`config.mk`:
```
export PLATFORM = sky130hd
export DESIGN_NAME = bpa_ctrl
export DESIGN_NICKNAME = d
export VERILOG_FILES = /design/src/rtl/bpa_pkg.sv /design/src/rtl/bpa_ctrl.sv
export SDC_FILE = /design/constraint.sdc
export NUM_CORES = 1
export LEC_CHECK = 0
export ABC_AREA = 1
export ABC_CLOCK_PERIOD_IN_PS = 3650
export BUFFER_PORTS_ARGS = -buffer_cell sky130_fd_sc_hd__buf_2
export CORE_MARGIN = 2
export CORE_UTILIZATION = 60
export CTS_BUF_LIST = sky130_fd_sc_hd__clkbuf_2
export DETAILED_ROUTE_END_ITERATION = 6
export PLACE_DENSITY = 0.81
export SLEW_MARGIN = 0
export SYNTH_ARGS = -nofsm -noshare
export SYNTH_HDL_FRONTEND = slang
export SYNTH_SLANG_ARGS = --single-unit
```
`constraint.sdc`:
```
create_clock -name clk_i -period 3.65 [get_ports clk_i]
set_input_delay 0.365 -clock clk_i [delete_from_list [all_inputs] [get_ports clk_i]]
set_output_delay 0.365 -clock clk_i [all_outputs]
set_load 0.01 [all_outputs]
```
`src/rtl/bpa_pkg.sv`:
```
package bpa_pkg;

  localparam int MAX_PAGES  = 1024;
  localparam int NUM_ORDERS = 10;
  localparam int REF_BITS   = 16;

  localparam int PW  = $clog2(MAX_PAGES);
  localparam int LW  = PW + 1;
  localparam int OW  = 4;
  localparam int OIW = (NUM_ORDERS > 1) ? $clog2(NUM_ORDERS) : 1;
  localparam int CW  = 11;

  localparam logic [LW-1:0]       NIL     = LW'(MAX_PAGES);
  localparam logic [REF_BITS-1:0] REF_MAX = {REF_BITS{1'b1}};

  typedef enum logic [1:0] {
    RQ_ALLOC   = 2'd0,
    RQ_ADD     = 2'd1,
    RQ_RELEASE = 2'd2,
    RQ_SEED    = 2'd3
  } req_e;

  typedef enum logic [1:0] {
    ST_OK       = 2'd0,
    ST_NO_PAGES = 2'd1,
    ST_BAD_ARG  = 2'd2,
    ST_REF_ERR  = 2'd3
  } status_e;

  typedef struct packed {
    logic [OW-1:0]       order;
    logic                in_use;
    logic                on_list;
    logic [REF_BITS-1:0] refs;
  } attr_t;

  typedef enum logic [4:0] {
    OP_NONE, OP_CLEAR, OP_LOAD, OP_RES_PRE, OP_ALLOC_FIND, OP_SET_OP_HEAD,
    OP_SET_OP_IDX, OP_SET_OP_BUD, OP_SET_OP_FREE, OP_SPLIT_DOWN, OP_RM_RD,
    OP_RM_WR, OP_PU_RD, OP_PU_WR, OP_PU_LINK, OP_ATTR_RD_OP, OP_ATTR_RD_PG,
    OP_ALLOC_FIN, OP_EVAL, OP_MERGE_RD, OP_MERGE_UP, OP_EMIT
  } dp_op_e;

  typedef struct packed {
    dp_op_e op;
  } dp_cmd_t;

  typedef struct packed {
    logic clr_done;
    logic is_alloc;
    logic alloc_bad;
    logic alloc_none;
    logic idx_bad;
    logic split_more;
    logic need_free;
    logic link_needed;
    logic merge_cand;
    logic merge_ok;
    logic out_free;
  } dp_stat_t;

endpackage

```
`src/rtl/bpa_ctrl.sv`:
```
module bpa_ctrl (
  input  logic               clk_i,
  input  logic               rst_ni,
  input  logic               in_valid_i,
  output logic               in_ready_o,
  input  bpa_pkg::dp_stat_t  stat_i,
  output bpa_pkg::dp_cmd_t   cmd_o
);
  import bpa_pkg::*;

  typedef enum logic [19:0] {
    S_CLEAR    = 20'd1 << 0,
    S_IDLE     = 20'd1 << 1,
    S_DISPATCH = 20'd1 << 2,
    S_SPLIT    = 20'd1 << 3,
    S_SPLIT2   = 20'd1 << 4,
    S_SPLIT3   = 20'd1 << 5,
    S_TAKE     = 20'd1 << 6,
    S_TAKE2    = 20'd1 << 7,
    S_EVAL     = 20'd1 << 8,
    S_MFREE    = 20'd1 << 9,
    S_MCHK     = 20'd1 << 10,
    S_MCHK2    = 20'd1 << 11,
    S_MRM2     = 20'd1 << 12,
    S_MUP      = 20'd1 << 13,
    S_DONE     = 20'd1 << 14,
    S_RM0      = 20'd1 << 15,
    S_RM1      = 20'd1 << 16,
    S_PU0      = 20'd1 << 17,
    S_PU1      = 20'd1 << 18,
    S_PU2      = 20'd1 << 19
  } state_e;

  state_e state_q, state_d, ret_q, ret_d;

  always_ff @(posedge clk_i or negedge rst_ni) begin
    if (!rst_ni) begin
      state_q <= S_CLEAR;
      ret_q   <= S_IDLE;
    end else begin
      state_q <= state_d;
      ret_q   <= ret_d;
    end
  end

  // List removal and insertion are shared subroutines; ret_q holds the caller's next state.
  always_comb begin
    state_d    = state_q;
    ret_d      = ret_q;
    cmd_o.op   = OP_NONE;
    in_ready_o = 1'b0;
    unique case (state_q)
      S_CLEAR: begin
        cmd_o.op = OP_CLEAR;
        if (stat_i.clr_done) state_d = S_IDLE;
      end
      S_IDLE: begin
        in_ready_o = 1'b1;
        if (in_valid_i) begin
          cmd_o.op = OP_LOAD;
          state_d  = S_DISPATCH;
        end
      end
      S_DISPATCH: begin
        if (stat_i.is_alloc) begin
          if (stat_i.alloc_bad || stat_i.alloc_none) begin
            cmd_o.op = OP_RES_PRE;
            state_d  = S_DONE;
          end else begin
            cmd_o.op = OP_ALLOC_FIND;
            state_d  = S_SPLIT;
          end
        end else if (stat_i.idx_bad) begin
          cmd_o.op = OP_RES_PRE;
          state_d  = S_DONE;
        end else begin
          cmd_o.op = OP_ATTR_RD_PG;
          state_d  = S_EVAL;
        end
      end
      S_SPLIT: begin
        cmd_o.op = OP_SET_OP_HEAD;
        state_d  = S_RM0;
        ret_d    = stat_i.split_more ? S_SPLIT2 : S_TAKE;
      end
      S_SPLIT2: begin
        cmd_o.op = OP_SPLIT_DOWN;
        state_d  = S_PU0;
        ret_d    = S_SPLIT3;
      end
      S_SPLIT3: begin
        cmd_o.op = OP_SET_OP_BUD;
        state_d  = S_PU0;
        ret_d    = S_SPLIT;
      end
      S_TAKE: begin
        cmd_o.op = OP_ATTR_RD_OP;
        state_d  = S_TAKE2;
      end
      S_TAKE2: begin
        cmd_o.op = OP_ALLOC_FIN;
        state_d  = S_DONE;
      end
      S_EVAL: begin
        cmd_o.op = OP_EVAL;
        state_d  = stat_i.need_free ? S_MFREE : S_DONE;
      end
      S_MFREE: begin
        cmd_o.op = OP_SET_OP_FREE;
        state_d  = S_PU0;
        ret_d    = S_MCHK;
      end
      S_MCHK: begin
        if (stat_i.merge_cand) begin
          cmd_o.op = OP_MERGE_RD;
          state_d  = S_MCHK2;
        end else begin
          state_d = S_DONE;
        end
      end
      S_MCHK2: begin
        if (stat_i.merge_ok) begin
          cmd_o.op = OP_SET_OP_IDX;
          state_d  = S_RM0;
          ret_d    = S_MRM2;
        end else begin
          state_d = S_DONE;
        end
      end
      S_MRM2: begin
        cmd_o.op = OP_SET_OP_BUD;
        state_d  = S_RM0;
        ret_d    = S_MUP;
      end
      S_MUP: begin
        cmd_o.op = OP_MERGE_UP;
        state_d  = S_PU0;
        ret_d    = S_MCHK;
      end
      S_DONE: begin
        if (stat_i.out_free) begin
          cmd_o.op = OP_EMIT;
          state_d  = S_IDLE;
        end
      end
      S_RM0: begin
        cmd_o.op = OP_RM_RD;
        state_d  = S_RM1;
      end
      S_RM1: begin
        cmd_o.op = OP_RM_WR;
        state_d  = ret_q;
      end
      S_PU0: begin
        cmd_o.op = OP_PU_RD;
        state_d  = S_PU1;
      end
      S_PU1: begin
        cmd_o.op = OP_PU_WR;
        state_d  = stat_i.link_needed ? S_PU2 : ret_q;
      end
      S_PU2: begin
        cmd_o.op = OP_PU_LINK;
        state_d  = ret_q;
      end
      default: state_d = S_IDLE;
    endcase
  end

endmodule

```
==> reports/results.txt, run 1 <==
Status -> completed
Syn Inst Count -> 267
Max Root-Sink Buffers -> 2
Die Footprint -> 3770 um2
Setup violators final -> 0
Post-route ant nets -> 0
Post-route minimum period -> 2.448 ns
DRC Markers -> 0
Clk_lat worst skew -> 0.37 ns
Yosys cell types -> 24
Clock Pin Slew Worst Setup and Hold Paths -> 0.27 ns
Synth top area share -> 0.3291
Setup WS post-layout -> 1.202 ns
Die height -> 61.40 um
Max Cap Viol -> 0
Setup crit start kind -> flip-flop
Max Fclk -> 408.5 MHz
Setup bufs post-CTS -> 0
WP data required -> 3.28 ns
Vias per inst -> 5.239
TritonRoute pass-1 iters -> 5
Synth top area cells -> dfrtp_1, nand2_1, inv_1, nor2_4, nor2_1
Area grow syn2layout -> 10.38%
Gr ovfl total -> 0
Post-synthesis sequential area ratio -> 0.3557
CTS tree -> yes
Min-delay worst type -> input port to flip-flop
Global placement routability congestion -> 0.8920
Flip-flop and latch count after synthesis -> 28
Die Wd -> 61.40 um
Initial Utilization -> 0.6371
Synth Net Count -> 281
Port Buffers -> 19
H-tree depth -> 1
Synthesized cell area -> 1977 um2
Final hold vios -> 0
Most frequent cells in the layout -> nand2_1, inv_1, nor2_1
TNS Setup -> 0 ns
Root buffer cell -> clkbuf_2
First-pass GRT wire length -> 7176 um
Placed Area -> 2127 um2
Share of cells above drive strength 1 -> 0.2921
WL/cell -> 12.80 um
Std cell rows -> 20
Synth warnings -> 0
Power Dens Cells -> 469.5 nW/um2
Vias in the first global route -> 1607
Slew Viols, Final -> 0
CP Max Fanout -> 6
WL final -> 4289 um
RSZ-0062 raised after global routing -> no
Ant diodes -> 0
Final worst-path cycle share -> 0.6707
Final #Nets -> 306
Leakage Power -> 1.244 nW
Core box area -> 3103 um2
Initial antenna violation count -> 0
Gr usage total -> 0.2627
Hpwl dp -> 3510 um
Clock sinks -> 28
Peak supply drop -> 0.2774 mV
Via total after detailed routing -> 1755
Avg Inst Size Synth -> 7.404 um2
Crit path kind -> flip-flop to output pin
CP Capture Type -> output pin
DRT iter0 DRCs -> 95
Cell taking the most area after synthesis -> dfrtp_1
Dpl ws -> 1.691 ns
Pin count of the biggest net entering global routing -> 29
# IOs -> 20
Setup Skew -> 0.003802 ns
Total power -> 1.024 mW
Fin area -> 2182 um2
Least-Margin Pin Slew -> 0.6238 ns
CTS buffer count -> 3
Relative slew margins -> 0.5841
Commonest non-fill, non-tap cell in the layout -> nand2_1
Data arrival, critical path -> 2.08 ns
-- layout make-up --
type	instances	area [um2]
clock buffers	3	15.01
clock inverters	1	30.03
fillers	277	920.9
inverters	57	214.0
multi-input cells	182	1060
flip-flops and latches	28	703.2
well taps	44	55.05
repair buffers	20	105.1
-- worst paths after layout --
| kind | slack [ns] | cells past startpoint | start | end |
|---|---|---|---|---|
| setup / recovery | 1.20 | 12 | state_q[19] | cmd_o[1] |
| hold / removal | 0.12 | 2 | stat_i[6] | state_q[8] |
| setup reg to reg | 1.98 | 10 | state_q[8] | ret_q[10] |
| hold reg to reg | 0.52 | 2 | ret_q[6] | state_q[6] |
| max in group asynchronous | 2.77 | 2 | rst_ni | state_q[3] |
| min in group asynchronous | 0.49 | 2 | rst_ni | state_q[4] |
-- report_power, final --
part           total, mW  internal (mW)  leakage [nW]  switching [mW]
Clock              0.191         0.0942        0.0266          0.0965
Sequential         0.399          0.368         0.361          0.0317
Combinational      0.434          0.144         0.856           0.290
-- flip-flops by register name, indices dropped and copies added (netlist names) --
name     cells
state_q     20
ret_q        8
-- critical path, cell delays in order, from the launching register on --
cell and delay (ns):
dfrtp_1 0.50, inv_2 0.08, nand2_2 0.08, nor2_4 0.18, nand2_4 0.09, nor2_4 0.16, nand2_1 0.14, inv_2 0.08
nand2_1 0.08, nand3_1 0.08, nor2_1 0.06, nand3_1 0.06, buf_2 0.12
-- cells by family (layout without fill, tap and decap cells) --
kind of cell	Yosys count	after routing	synth area share
AOI/OAI and AO/OA	11	11	0.02974
and+or+nand+nor	171	171	0.5063
DFF	28	28	0.3557
buffers and inverters	57	81	0.1082
-- synth_stat cells --
master,n
dfrtp_1,26
nand2_4,5
nor2_4,12
nor3_4,1
dfstp_2,2
nand4_1,8
nand3b_1,3
nand3_4,1
nor2_8,2
inv_2,13
nand2_2,8
nand3_2,6
o21ai_1,5
nand3_1,20
nor3_2,2
nand2_1,48
nor2_2,9
inv_1,44
a21oi_1,4
o21ai_0,1
nor3_1,16
nor3b_1,1
a21oi_2,1
nor2_1,29
-- stage by stage --
step	util	hold slack, ns	instances
after floorplan	-	0.06941	267
after global placement	0.6855	0.4153	330
after detailed placement	0.6855	0.4252	330
after CTS	0.7032	0.1188	335
after global routing	0.7032	0.09841	335
final	0.7032	0.1197	335
-- per-layer routing --
metal,global-route usage,vias up,part of all wire,wire length (um)
met5,0,-,0,0
met4,0.1003,0,0.020,87
met3,0.03151,12,0.078,335
met2,0.4271,72,0.47,2004
met1,0.3614,790,0.43,1861
li1,-,881,-,-
-- repair_timing --
action	CTS	global route
setup endpoints to repair	0	0
gates resized for setup	0	0
hold endpoints to repair	26	0
hold buffers	1	0
Note: power is estimated with default switching activity, not from simulation.
==> run 2, diff against run 1 <==
- ABC_AREA: 1 -> 0
- ABC_CLOCK_PERIOD_IN_PS: 3650 -> 2100
- CORE_UTILIZATION: 60 -> 54
- PLACE_DENSITY: 0.81 -> 0.78
- clock period: 3.65 -> 2.1 ns (I/O delays scaled with it)
==> reports/results.txt, run 2 <==
Clk_lat worst skew -> 0.39 ns
Final #Nets -> 279
Hold path startpoint -> stat_i[3]
Synth top area share -> 0.3881
Gr usage total -> 0.3667
Synth cell count leaders -> dfrtp_1, nor2_1, nand2_1
Most frequent cells in the layout -> buf_4, dfrtp_1, buf_2
Setup violators final -> 23
DRC Markers -> 0
Failing checks -> negative setup slack
Crit path kind -> flip-flop to output pin
WL met2 -> 3337 um
Initial Utilization -> 0.5583
Relative slew margins -> 0.5936
M1 WL -> 2566 um
Clock Pin Slew Worst Setup and Hold Paths -> 0.26 ns
Power Dens Cells -> 809.2 nW/um2
Root buffer cell -> clkbuf_2
Inst Count DP -> 273
R2R cell count -> 9
Setup crit start kind -> flip-flop
Vias in the first global route -> 1912
Final worst-path cycle share -> 1.371
Initial antenna violation count -> 0
Core box area -> 3003 um2
Avg Inst Size Synth -> 9.367 um2
Fin area -> 2640 um2
Flip-flop and latch count after synthesis -> 28
CTS tree -> yes
Met3 routed WL -> 916 um
Setup Skew -> 0.003225 ns
Hpwl dp -> 3792 um
Layout Cells excl Fill -> 297
FF-to-FF End -> state_q[1]
Post-synth ARST share -> 1.000
Share of total power in the clock network -> 0.098
Std cell rows -> 20
Max Fclk -> 347.3 MHz
First-pass GRT wire length -> 9404 um
Internal cell power -> 1.235 mW
Max Root-Sink Buffers -> 2
Hold Path Stages -> 3
DRT iter0 DRCs -> 347
Via total after detailed routing -> 2118
Dpl ws -> -0.2436 ns
Seq pwr share -> 0.306
Gr ovfl total -> 0
Post-synth EDFFs -> 0
H-tree depth -> 1
CTS buffer count -> 3
Die Footprint -> 3566 um2
Psw -> 0.9009 mW
Status -> finished with violations
Yosys cell types -> 45
Final hold vios -> 0
Least-Margin Pin Slew -> 0.6096 ns
Die height -> 59.72 um
Synth warnings -> 0
Synth Net Count -> 193
WL/cell -> 25.00 um
Global placement routability congestion -> 0.9758
Max incr delay on CP -> 0.55 ns
Leakage Power -> 1.303 nW
R2R setup slack -> -0.32 ns
Share of cells above drive strength 1 -> 0.5152
WL final -> 7425 um
TritonRoute pass-1 iters -> 5
Count leader, synth -> dfrtp_1
TNS Setup -> -4.939 ns
RR Startpoint -> state_q[7]
Total power -> 2.136 mW
Top routing layer in use -> met4
Pin count of the biggest net entering global routing -> 29
Top Family by Delay on Critical Path -> simple AND/OR/NAND/NOR gates
Post-route minimum period -> 2.879 ns
Placed Area -> 2155 um2
Post-synthesis sequential area ratio -> 0.4194
Area grow syn2layout -> 57.46%
Hold WS -> 0.02931 ns
Vias per inst -> 7.131
Fin util -> 0.8792
Clock sinks -> 28
Slew Viols, Final -> 0
Largest registers -> state_q x20, ret_q x8
Post-route ant nets -> 0
WP buf/inv -> 2
Die Wd -> 59.72 um
Slowest-stage cell, CP -> or4b_4
Max reg flops -> 20
Ant diodes -> 0
CP Capture Type -> output pin
Syn Inst Count -> 179
# IOs -> 20
Largest register by flop count -> state_q
Ys flop type -> dfrtp_1
Port Buffers -> 19
RSZ-0062 raised after global routing -> yes
Max Cap Viol -> 0
Synth top area cells -> dfrtp_1, nor2_1, dfstp_2, nand2_1, nand4b_1
CP cell instances -> nor4_4, nand4_1, buf_6, or4b_4, o41ai_2, a2111oi_2, nand3_1, buf_2
Logic pwr share -> 0.597
Synthesized cell area -> 1677 um2
Commonest non-fill, non-tap cell in the layout -> buf_4
Cell taking the most area after synthesis -> dfrtp_1
CP Max Fanout -> 7
Setup WS post-layout -> -0.7790 ns
Min-delay worst type -> input port to flip-flop
WP data required -> 1.89 ns
Switching Fraction -> 0.4217
Peak supply drop -> 0.4917 mV
Worst hold path endpoint -> state_q[19]
Area of the multi-input gates -> 1184 um2
FF/Latch Area -> 703.2 um2
Layout fillers -> 122
Data arrival, critical path -> 2.67 ns
## run 2: cell types whose count changed after synthesis, sizes merged, moves of 5 or more
| cell | before | now |
|---|---|---|
| inv | 57 | 4 |
| nand2 | 61 | 14 |
| nor2 | 52 | 24 |
| nand3 | 27 | 5 |
| nor3 | 19 | 7 |
| nor4 | 0 | 10 |
| and2 | 0 | 8 |
| buf | 0 | 8 |
| nand4b | 0 | 6 |
| or4 | 0 | 5 |
## run 2: how the worst max path moves through the flow
| stage | startpoint | end | slack, ns | cells after the start |
|---|---|---|---|---|
| 6_report | state_q[19] | cmd_o[0] | -0.78 | 8 |
| 5_1_grt | state_q[16] | cmd_o[0] | -0.84 | 8 |
| 4_1_cts | state_q[7] | cmd_o[0] | -0.69 | 7 |
| 3_5_place_dp | state_q[7] | cmd_o[0] | -0.24 | 7 |
| 3_3_place_gp | state_q[13] | cmd_o[2] | -0.26 | 8 |
| 2_1_floorplan | state_q[4] | cmd_o[0] | -0.13 | 6 |
## run 2: power by group through the flow
| stage | Combinational, mW | Clock, mW | Sequential [mW] |
|---|---|---|---|
| 6_report | 1.27 | 0.209 | 0.653 |
| 2_1_floorplan | 0.457 | 0 | 0.639 |
| 3_3_place_gp | 0.761 | 0 | 0.640 |
| 5_1_grt | 1.32 | 0.225 | 0.655 |
| 3_5_place_dp | 0.784 | 0 | 0.641 |
| 4_1_cts | 1.02 | 0.201 | 0.638 |
## run 2: metal layers
layer / global-route usage / up-vias
met5: 0 / -
met4: 0.2571 / 0
met3: 0.06710 / 77
met2: 0.5947 / 225
met1: 0.4349 / 976
li1: - / 840
## run 2: worst register-to-register path: cells and delay by family, from the launching register on
kind                   cells  cell delay (ns)
and+or+nand+nor            3             1.19
AOI/OAI and AO/OA          3             0.31
buffers and inverters      3             0.40
DFF                        1             0.45
## run 2: layout make-up
cell class / count / share of cell area
Multi-Input combinational cell: 139 / 0.4483
Sequential cell: 28 / 0.2664
Timing Repair Buffer: 89 / 0.2569
Tap cell: 33 / 0.01564
Clock buffer: 3 / 0.005687
Inverter: 4 / 0.005687
Clock inverter: 1 / 0.001422
## run 2: cell families after synthesis
kind of cell,synth area share
buf+inv,0.03283
flops,0.4194
compound gates,0.1134
simple gates,0.3903
mux,0.01269
xor+xnor,0.03134
## run 2: timing repair
item | CTS | global route
hold buffers | 5 | 0
endpoints found under the setup margin | 24 | 24
gates cloned | 0 | 0
gates resized for setup | 39 | 27
setup buffers | 9 | 12
endpoints found under the hold margin | 29 | 0
pin swaps | 15 | 22
